`config.mk`:
```
export PLATFORM = sky130hd
export DESIGN_NAME = wbct_ram
export DESIGN_NICKNAME = d
export VERILOG_FILES = /design/src/hw/rtl/wbct_ram.sv
export SDC_FILE = /design/constraint.sdc
export NUM_CORES = 1
export LEC_CHECK = 0
export BUFFER_PORTS_ARGS = -buffer_cell sky130_fd_sc_hd__buf_2
export CORE_ASPECT_RATIO = 1.4
export CORE_MARGIN = 4
export CORE_UTILIZATION = 55
export CTS_CLUSTER_SIZE = 28
export DETAILED_ROUTE_END_ITERATION = 10
export PLACE_DENSITY = 0.77
export SYNTH_ARGS = -nofsm -noshare
export SYNTH_HDL_FRONTEND = slang
export SYNTH_SLANG_ARGS = --single-unit
```
`constraint.sdc`:
```
create_clock -name clock -period 2 [get_ports clock]
set_input_delay 0.3 -clock clock [delete_from_list [all_inputs] [get_ports clock]]
set_output_delay 0.3 -clock clock [all_outputs]
set_load 0.03 [all_outputs]
```
`src/hw/rtl/wbct_ram.sv`:
```
`default_nettype none
module wbct_ram #(
   parameter int WIDTH = 8,
   parameter int DEPTH = 16
) (
   input  wire logic                     clock,
   input  wire logic                     we,
   input  wire logic [$clog2(DEPTH)-1:0] waddr,
   input  wire logic [WIDTH-1:0]         wdata,
   input  wire logic [$clog2(DEPTH)-1:0] raddr,
   output logic [WIDTH-1:0]              rdata
);
   logic [WIDTH-1:0] mem [DEPTH];

   always_ff @(posedge clock) begin
      if (we) begin
         mem[waddr] <= wdata;
      end
      rdata <= mem[raddr];
   end
endmodule
`default_nettype wire

```
==> key figures <==
Final layout
  – Fillers: 560
  – Most common cell after layout, fill and taps aside: edfxtp_1
  – Reg area: about 0.004 mm2
  – Final #Nets: a little over 300
  – Area grow syn2layout: 18.4%
  – Area of the multi-input gates: 0.00106 mm2
  – Design area: 0.00609 mm2
  – Ratio of cells with drive above 1 in the final layout: 30.3%
  – Diodes inserted: 0
  – Most frequent cells in the layout: edfxtp_1 (128), buf_2 (25), mux4_2 (18), buf_4 (18), clkbuf_16 (17)

Placed design
  – IO Port Bufs: 25
  – DP Area: 0.00552 mm2
  – Hpwl dp: roughly 6300 um
  – Global placement routability congestion: around 0.76

Setup path
  – R2r setup slk: between 0.6 and 0.7 ns
  – Sum of buffers and inverters on the critical path: 0
  – Worst-path cell chain: mux4_1, a22oi_1, nand2_1
  – CP peak stage delay: 0.56 ns
  – Family with the most delay on the worst path: multiplexers
  – R2R cell count: 3
  – RR Startpoint: mem[5][3]
  – Crit end category: flip-flop
  – Req. time, crit path: 2.29 ns
  – Crit path depth: 3
  – Setup Crit Path Kind: reg2reg
  – Worst path slowest cell: mux4_1
  – Kind of start point of the critical path: flip-flop
  – FF-to-FF End: rdata[3]
  – CP arrival: approximately 1.6 ns
  – Critical Path Fanout Max: 1

CTS
  – Post-CTS Resized: 0
  – CTS H-tree depth: 4
  – Clock Latency Late Sink: 0.40 ns
  – CTS Buf Count: 17
  – Clock transition at path regs: around 0.060 ns
  – Clock sink total: 136
  – Max clock buf depth: 2
  – CTS tree: yes
  – Post-CTS setup buffer count: 0
  – Hold buffers post-CTS: 0
  – Clk root buf: clkbuf_16

Job
  – MaxCap Viol Count: 0

Logic synthesis
  – Syn_nets: approximately 250
  – Synth Cell Area: 0.00515 mm2
  – Cell variety after synth: 19
  – Synth Instances: 229
  – FF+latch count, synth: between 100 and 150
  – Sequential area share after synthesis: 77.8%
  – YS warnings: 0
  – Synth Area per Inst: around 22 um2

Routing
  – Post-route ant nets: 0
  – Starting DRC count in detailed routing: 241
  – Via-to-Cell Ratio: between 6 and 7
  – Final WL: 9840 um
  – WL/cell: 24.3 um
  – DRT Pass-1 Iters: 5
  – DRC viols: 0
  – Vias: approximately 2500

Floorplanning
  – Die Y: roughly 120 um
  – Die W: 89.8 um
  – Die area: 0.0110 mm2
  – Top-Level Pins: 26
  – Core footprint: 0.00908 mm2
  – Row count: 41
  – Initial Utilization: 56.7%

Timing
  – Final setup fails: 0
  – Setup Total Neg Slack: 0 ns
  – Post-layout min period: 1.35 ns
  – Slew HR: between 70% and 80%
  – Final Slew Violations: 0
  – RSZ-0062 raised after global routing: no
  – Tightest Pin Transition: approximately 0.38 ns
  – Final period util: 67.7%
  – Fin. Hold Viols: 0
  – Max Clock Freq: 0.739 GHz
  – Setup Skew: approximately 0.006 ns

GRT
  – Initial antenna violation count: 0
  – First-pass GRT wire length: 15500 um
  – Vias in the first global route: between 2000 and 3000
  – GR Overflow Total: 0
  – GRT Util Overall: between 10% and 20%
  – Largest net degree at the start of global routing: 33

Worst hold path
  – Hold_sp: wdata[5]
  – Hold path endpoint: mem[5][5]
  – Cells on Worst Hold Path: 1
  – Min-Delay Path Class: in2reg

Pwr
  – Power per standard cell area: around 1100 mW/mm2
  – LEAKAGE: 0.00210 uW
  – VDD IR max: 592 uV

Outcome
  – Status: finished, final reports clean
kinds of logic after synthesis:
kind of cell / share of synthesized area [%]
buffers and inverters: 1.68
AO/OA/AOI/OAI: 2.33
multiplexers: 15.0
AND/OR/NAND/NOR: 3.18
flip-flops: 77.8
where the power goes:
part           switching (uW)  total (uW)  internal (uW)
combinational             198         332            134
sequential               19.6        3210           3190
clock                    1020        2990           1970
registers in the layout (all words and copies together) (netlist names):
| register | flops |
|---|---|
| mem | 128 |
| rdata | 8 |
how the worst max path moves through the flow:
| stage | slack, ns | endpoint | startpoint |
|---|---|---|---|
| floorplan | 0.21 | mem[0][0] | waddr[2] |
| global placement | 0.37 | rdata[3] | raddr[0] |
| detailed placement | 0.34 | rdata[0] | raddr[0] |
| CTS | 0.65 | rdata[0] | mem[2][0] |
| global route | 0.60 | rdata[3] | mem[5][3] |
| finish | 0.65 | rdata[3] | mem[5][3] |
layout make-up:
type	instances	share of cell area, %
Multi-Input combinational cell	83	17.4
Clock buffer	28	8.32
Sequential cell	136	65.7
Tap cell	107	2.20
Clock inverter	4	1.15
Timing Repair Buffer	46	5.26
Yosys cell counts:
| cell type | number | area share, % |
|---|---|---|
| nor2_1 | 13 | 0.95 |
| buf_4 | 1 | 0.15 |
| clkdlybuf4s25_2 | 3 | 0.58 |
| and2b_1 | 1 | 0.15 |
| nor3_1 | 4 | 0.39 |
| nand2b_1 | 2 | 0.24 |
| buf_6 | 3 | 0.66 |
| nand2_1 | 9 | 0.66 |
| nand3b_1 | 2 | 0.29 |
| nand3_1 | 1 | 0.097 |
| edfxtp_1 | 128 | 75 |
| and2_1 | 1 | 0.12 |
| mux4_1 | 14 | 7.1 |
| nor2b_1 | 1 | 0.12 |
| dfxtp_1 | 8 | 3.1 |
| buf_2 | 3 | 0.29 |
| mux4_2 | 18 | 7.9 |
| a22oi_1 | 16 | 2.3 |
| or3b_2 | 1 | 0.17 |
metrics by stage:
stage	total power [uW]	hold WS (ns)	cells	setup WS (ns)	utilization, %
5_1_grt	6750	0.276	404	0.598	67.1
6_report	6530	0.280	404	0.647	67.1
3_3_place_gp	3580	0.652	372	0.368	60.7
3_5_place_dp	3600	0.665	372	0.338	60.7
2_1_floorplan	3460	0.399	229	0.207	-
4_1_cts	6570	0.268	404	0.648	67.1
per-layer routing:
metal	track usage, %	vias up	wire [um]
met3	5.33	6	457
met2	33.4	91	5220
li1	-	1080	-
met1	25.3	1282	4040
met4	7.19	0	114
met5	0	-	0
Power figures use the tool's default switching activity.
