[src/hw/rtl/wbct_pkg.sv]
`default_nettype none
package wbct_pkg;
   localparam int DEF_LINE_BITS       = 4;
   localparam int DEF_FIRST_SET_BITS  = 12;
   localparam int DEF_SECOND_SET_BITS = 16;
   localparam int DEF_WAYS            = 4;
   localparam int DEF_ADDR_BITS       = 48;
   localparam int AGE_BITS            = 16;

   // outcome of one tag lookup in one level
   typedef struct packed {
      logic hit;
      logic ev_dirty;
   } wbct_lvl_res_type;
endpackage
`default_nettype wire

[src/hw/rtl/wbct_level.sv]
`default_nettype none
module wbct_level #(
   parameter int WAYS     = 4,
   parameter int TAG_BITS = 32,
   parameter int PTRW     = (WAYS > 1) ? $clog2(WAYS) : 1,
   parameter int ROWW     = WAYS * (TAG_BITS + wbct_pkg::AGE_BITS + 2) + PTRW
) (
   input  wire logic [ROWW-1:0]         row_i,
   input  wire logic [TAG_BITS-1:0]     tag_i,
   input  wire logic                    wr_i,
   input  wire logic                    lru_i,
   output logic [ROWW-1:0]              row_o,
   output wbct_pkg::wbct_lvl_res_type   res_o,
   output logic [TAG_BITS-1:0]          ev_tag_o
);
   import wbct_pkg::*;

   localparam int ENT = TAG_BITS + AGE_BITS + 2;

   logic [WAYS-1:0]     vld, dty, match;
   logic [TAG_BITS-1:0] tg [WAYS];
   logic [AGE_BITS-1:0] age [WAYS];
   logic [AGE_BITS-1:0] na [WAYS];
   logic [PTRW-1:0]     hw, vw, ptr, nptr;
   logic                hit, full;
   logic [AGE_BITS-1:0] best;

   always_comb begin
      ptr = row_i[WAYS*ENT +: PTRW];
      for (int w = 0; w < WAYS; w++) begin
         tg[w]    = row_i[w*ENT +: TAG_BITS];
         age[w]   = row_i[w*ENT+TAG_BITS +: AGE_BITS];
         dty[w]   = row_i[w*ENT+TAG_BITS+AGE_BITS];
         vld[w]   = row_i[w*ENT+TAG_BITS+AGE_BITS+1];
         match[w] = vld[w] && (tg[w] == tag_i);
      end
      hit = |match;
      hw  = '0;
      for (int w = WAYS-1; w >= 0; w--) begin
         if (match[w]) hw = PTRW'(w);
      end
      // age every valid way except the hit way
      for (int w = 0; w < WAYS; w++) begin
         if (!vld[w]) na[w] = age[w];
         else if (hit && hw == PTRW'(w)) na[w] = '0;
         else if (age[w] != '1) na[w] = age[w] + 1'b1;
         else na[w] = age[w];
      end
      full = &vld;
      nptr = (ptr == PTRW'(WAYS-1)) ? '0 : ptr + 1'b1;
      vw   = '0;
      best = na[0];
      if (!full) begin
         for (int w = WAYS-1; w >= 0; w--) begin
            if (!vld[w]) vw = PTRW'(w);
         end
      end else if (lru_i) begin
         best = na[0];
         for (int w = 1; w < WAYS; w++) begin
            if (na[w] > best) begin
               best = na[w];
               vw   = PTRW'(w);
            end
         end
      end else begin
         vw = ptr;
      end
      row_o = row_i;
      for (int w = 0; w < WAYS; w++) begin
         row_o[w*ENT+TAG_BITS +: AGE_BITS] = na[w];
      end
      if (hit) begin
         row_o[hw*ENT+TAG_BITS+AGE_BITS] = dty[hw] | wr_i;
      end else begin
         row_o[vw*ENT +: ENT] = {1'b1, wr_i, {AGE_BITS{1'b0}}, tag_i};
         if (full && !lru_i) row_o[WAYS*ENT +: PTRW] = nptr;
      end
      res_o.hit      = hit;
      res_o.ev_dirty = !hit && full && dty[vw];
      ev_tag_o       = tg[vw];
   end
endmodule
`default_nettype wire
[config.mk]
export PLATFORM = sky130hd
export DESIGN_NAME = wbct_level
export DESIGN_NICKNAME = d
export VERILOG_FILES = /design/src/hw/rtl/wbct_pkg.sv /design/src/hw/rtl/wbct_level.sv
export SDC_FILE = /design/constraint.sdc
export NUM_CORES = 1
export LEC_CHECK = 0
export BUFFER_PORTS_ARGS = -buffer_cell sky130_fd_sc_hd__buf_2
export CORE_AREA = 2 2 186 188
export DETAILED_ROUTE_END_ITERATION = 6
export DIE_AREA = 0 0 188 190
export PLACE_DENSITY = 0.6
export RECOVER_POWER = 100
export SYNTH_ARGS = -nofsm -noshare
export SYNTH_HDL_FRONTEND = slang
export SYNTH_SLANG_ARGS = --single-unit
[constraint.sdc]
create_clock -name vclk -period 28.8
set_input_delay 2.88 -clock vclk [all_inputs]
set_output_delay 2.88 -clock vclk [all_outputs]
set_load 0.1 [all_outputs]
==> results by group, run 1 <==
Timing
  – Setup violations, final: 0
  – Highest Clock Rate: approximately 0.045 GHz
  – Slew Limit Fails: about 310
  – Max-slew headroom: -0.8804
  – Fin crit period: 22,280 ps
  – Slew @ Worst Pin: around 2800 ps
  – RSZ-0062 raised after global routing: no
  – Final setup TNS: 0 ps
  – Hold Fails Final Rpt: 0
  – Fin crit share: 0.7737

Clock tree
  – Postcts setup bufs: 0
  – Resized cells post-CTS: 0
  – Post-CTS Hold Buffers: 0

Floorplan
  – Ports: roughly 470
  – Die width: about 190 um
  – Core box area: 33,950 um^2
  – Die Y-Extent: around 190 um
  – Die area: ~36,000 um^2
  – Starting Density: 0.2927
  – Row Count: about 70

Routing
  – ANT nets after route: 0
  – WL per Instance: between 30 and 40 um
  – Vias: 15,360
  – Final WL: between 70 and 80 mm
  – DR vias/cell: a little over 6
  – TritonRoute pass-1 iters: 6
  – DRC: 0
  – First DRT Iteration DRCs: about 1,600

Yosys
  – Main combinational cell family by area after synthesis: simple AND/OR/NAND/NOR gates
  – Seq/Total Area, Yosys: 0
  – Syn nets: a little under 2,000
  – Post-Syn Area: 9937 um^2
  – Simple-gate share of the synthesized area: 0.3617
  – Post-synth cell types: a little over 80
  – Multiplexer share of the synthesized area: 0.06560
  – YS warnings: 0
  – Adder-Cell Fraction of Synth Area: 0.07681
  – Syn Area/Cell: approximately 6.0 um^2
  – Compound-Gate Fraction of Synth Area: 0.2674
  – XOR/XNOR share of the synthesized area: 0.1498
  – Synthesized instance count: 1,655

Layout
  – Register Area: 0 um^2
  – Seq_cells: 0
  – Most common cell after layout, fill and taps aside: nand2_1
  – Clock buf count: 0
  – Area grow syn2layout: 22.36%
  – Most frequent cells in the layout: nand2_1, buf_2, clkbuf_1
  – Layout cells sized above 1: 0.1482
  – Nets: between 2,000 and 2,500

Worst setup path
  – Top fanout value on the critical path: 70
  – Worst Path Required: between 20,000 and 30,000 ps
  – Top cell family by delay on the critical path: simple AND/OR/NAND/NOR gates
  – CP Launch Type: input port
  – Slowest CP cell: clkbuf_1
  – CP endpoint kind: output pin
  – Buf+Inv Stages, Crit Path: 6
  – Critical Path Most Common Cell: nand4_1
  – CP Class: input port to output pin
  – Critical Path AT: roughly 19,000 ps
  – Biggest cell delay along the critical path: 2050 ps

Status
  – Failing checks: max-capacitance violations, max-slew violations
  – Outcome: complete, but fails checks

Global route
  – GR Overflow Total: 0
  – First-pass GRT wire length: 103.5 mm
  – Total GRT Usage: 0.3976
  – Largest net degree at the start of global routing: 71
  – Initial antenna violation count: 12
  – Vias in the first global route: about 15,000

Placement
  – Gpl congestion: between 1 and 1.5
  – HPWL Detailed: just over 60 mm
  – IO buf count: 472

Hold path
  – Hold WC Path Type: input port to output pin

Flow run
  – Max Cap Viol: 7
==> through the flow <==
step                instances  instance area [um^2]  utilization  setup slack, ps  hold WS [ps]
floorplan                1655                  9937            -            10890          6197
global placement         2471                 12450       0.3668            10350          6281
detailed placement       2471                 12450       0.3668             9887          6281
CTS                      2471                 12450       0.3668             9877          6281
global route             2473                 12150       0.3578             5814          6324
finish                   2478                 12160       0.3582             6518          6298
==> final cells by class <==
cell class | instances | area [um^2]
timing repair buffer | 496 | 2243
multi-input combinational | 1481 | 9176
fill | 3997 | 21790
tap | 455 | 569.3
inverter | 40 | 155.1
antenna | 6 | 15.01
==> Yosys cell counts, types with 6 or more instances <==
library cell,count,area share
o221ai_1,8,0.0071
nor4_1,51,0.032
nand2b_1,10,0.0063
o31ai_1,8,0.0060
xnor2_1,45,0.040
nor3_1,26,0.013
mux2i_1,50,0.050
xor2_1,125,0.11
o21ai_1,11,0.0055
o21a_1,13,0.0098
and3_1,45,0.028
or4_1,6,0.0045
inv_1,37,0.014
mux2_2,9,0.010
or3_1,6,0.0038
o211ai_1,7,0.0053
and4_1,7,0.0062
a22o_1,33,0.029
clkbuf_1,72,0.027
nand3_1,55,0.028
a21o_1,9,0.0068
nor2_1,130,0.049
and2_1,15,0.0094
a31oi_1,51,0.032
a22oi_1,8,0.0060
ha_1,61,0.077
o22ai_1,17,0.011
a21oi_1,72,0.036
o21ai_0,116,0.058
nand2_1,359,0.14
buf_2,46,0.023
nand4_1,40,0.025
==> worst paths after layout <==
path	slack [ps]	startpoint	endpoint	depth (start not counted)
max	6520	tag_i[8]	row_o[70]	35
min	6300	row_i[130]	ev_tag_o[30]	4
==> per-layer routing <==
layer / GRT usage / wire length [um] / up-vias
li1: - / - / 6703
met1: 0.4428 / 26840 / 7205
met2: 0.6563 / 33570 / 1132
met3: 0.09445 / 7552 / 307
met4: 0.3080 / 7101 / 10
met5: 0 / 67 / -
==> logic make-up after synthesis <==
logic type | count (synthesis)
xor+xnor | 170
fa+ha+maj | 61
mux | 62
simple gates | 776
compound gates | 412
buf+inv | 174
==> inputs of run 2 (changes only) <==
- CORE_AREA: 2 2 186 188 -> 2 2 182 184
- DIE_AREA: 0 0 188 190 -> 0 0 184 186
- PLACE_DENSITY: 0.6 -> 0.62
- clock period: 28.8 -> 22.9 ns (I/O delays scaled with it)
==> run 2 against run 1 <==
Effect of this change:
- the run ends with design-rule violations, max-capacitance violations, max-slew violations left
- cell count is 1.8% lower
- critical path depth is 3 higher
- hold slack got worse by 1200 ps
- flip-flop and latch count is the same
- sequential share of layout area did not move
- design area about the same
- utilization is 2.0 points higher
- die area shrank 4.2%
- via count rose by 0.29%
- non-clock buffer count increased by 6
==> results by group, run 2 (same netlist as run 1, synthesis figures left out) <==
Status
  – Outcome: complete, but fails checks
  – Failing checks: design-rule violations, max-capacitance violations, max-slew violations

Floorplan
  – Ports: 472 (unchanged)
  – Starting Density: 0.3085 (+0.01583)
  – Die Y-Extent: 186 um (-2.1%)
  – Die width: 184 um (-2.1%)
  – Row Count: 66 (-2.9%)
  – Core box area: 32,210 um^2 (-5.1%)
  – Die area: 34,220 um^2 (-4.2%)

Layout
  – Nets: 2,322 (+0.26%)
  – Most common cell after layout, fill and taps aside: nand2_1
  – Layout fillers: 3,766 (-5.8%)
  – Most frequent cells in the layout: nand2_1, buf_2, clkbuf_1
  – Register Area: 0 um^2 (unchanged)
  – Area of the multi-input gates: 9175 um^2 (about the same)
  – Area grow syn2layout: 22.42% (about the same)
  – Final core occ: 0.3777 (+0.01956)
  – Clock buf count: 0 (unchanged)
  – Seq_cells: 0 (unchanged)
  – Layout cells sized above 1: 0.1602 (+0.01192)

Worst setup path
  – CP Class: input port to output pin
  – Worst Path Required: 20,610 ps (-5310 ps)
  – Buf+Inv Stages, Crit Path: 9 (+3)
  – CP Launch Type: input port
  – Top cell family by delay on the critical path: buffers and inverters
  – Biggest cell delay along the critical path: 2210 ps (+160 ps)
  – CP endpoint kind: output pin
  – Critical Path AT: 17,600 ps (-1800 ps)
  – Slowest CP cell: clkbuf_1
  – Top fanout value on the critical path: 75 (+7.1%)

Timing
  – Max-slew headroom: -1.047 (-0.1670)
  – Slew @ Worst Pin: 3071 ps (+250.5 ps)
  – Setup violations, final: 0 (unchanged)
  – Final setup TNS: 0 ps (unchanged)
  – Highest Clock Rate: between 0.05 and 0.06 GHz
  – Slew Limit Fails: 162 (-48%)
  – Hold Fails Final Rpt: 0 (unchanged)
  – RSZ-0062 raised after global routing: no
  – Fin crit share: 0.8684
  – Fin crit period: roughly 20,000 ps

Placement
  – Gpl congestion: 1.028 (-1.9%)
  – HPWL Detailed: 62.28 mm (+1.8%)
  – IO buf count: 472 (unchanged)

Power and ir drop
  – Net load switching power: around 0.54 mW
  – Internal power: between 0.1 and 0.15 mW
  – PD cells: between 50 and 60 nW/um^2
  – IR drop worst, VDD: 38.02 uV
  – Pwr Total: around 0.66 mW
  – Static leakage: 5.371 nW
  – Comb pwr share: 1.000
  – Sequential group share of total power: 0
  – Clock Power Share: 0
  – Switching part of the total: 0.8208

Global route
  – Initial antenna violation count: 6 (-6)
  – Met3 global-route usage: 0.08883 (-0.005620)
  – Vias in the first global route: 14,590 (+0.37%)
  – GR Layer Usage met2: 0.7183 (+0.06208)
  – Met1 usage: 0.4706 (+0.02774)
  – Grt peak-use layer: met2
  – Total GRT Usage: 0.4246 (+0.02694)
  – GR Overflow Total: 0 (unchanged)
  – Largest net degree at the start of global routing: 76 (+7.0%)
  – First-pass GRT wire length: 104.4 mm (+0.88%)

Clock tree
  – Post-CTS Hold Buffers: 0 (unchanged)
  – Resized cells post-CTS: 0 (unchanged)
  – Postcts setup bufs: 0 (unchanged)

Routing
  – TritonRoute pass-1 iters: 7 (+1)
  – First DRT Iteration DRCs: 1,614 (+1.0%)
  – Final WL: 76.40 mm (+1.7%)
  – ANT nets after route: 0 (unchanged)
  – WL per Instance: 31.40 um (+3.6%)
  – DR vias/cell: 6.330 (+2.1%)
  – DRC: 2 (+2)
  – Vias: 15,400 (+0.29%)

Hold path
  – Hold WC Path Type: input port to output pin

Flow run
  – Max Cap Viol: 5 (-2)
[run 2: layout make-up]
cell class                      count  area share
Multi-Input combinational cell   1481      0.7542
Timing Repair Buffer              502      0.1907
Tap cell                          408     0.04196
Inverter                           40     0.01275
Antenna cell                        2   0.0004114
[run 2: power groups by stage]
stage / logic (mW) / registers, mW / clock network, mW
after floorplan: 0.474 / 0 / 0
after global placement: 0.653 / 0 / 0
after detailed placement: 0.651 / 0 / 0
after CTS: 0.653 / 0 / 0
after global routing: 0.679 / 0 / 0
final: 0.661 / 0 / 0.0000000117
[run 2: metrics by stage]
step | worst slack (ps) | hold slack, ps | area (um^2) | std cells
2_1_floorplan | 6173 | 5017 | 9937 | 1655
4_1_cts | 5890 | 5102 | 12440 | 2431
3_3_place_gp | 5889 | 5101 | 12440 | 2431
5_1_grt | 2401 | 5142 | 12160 | 2431
3_5_place_dp | 5910 | 5102 | 12440 | 2431
6_report | 3013 | 5121 | 12170 | 2433
[run 2: worst paths after layout]
kind | start | endpoint | slack (ps) | depth (start not counted)
min | row_i[179] | ev_tag_o[29] | 5120 | 4
max | tag_i[31] | row_o[118] | 3010 | 38
[run 2: metal layers]
layer / vias to the layer above / routed length (um)
met5: - / 49
met4: 8 / 6800
met3: 316 / 6878
met2: 1131 / 34810
met1: 7231 / 27860
li1: 6715 / -
[run 2: worst min-delay path, cell delays in order]
cell     delay (ps)
buf_2           130
nand2_1          60
a31oi_1          70
buf_2           290
(Power assumes the default switching activity.)
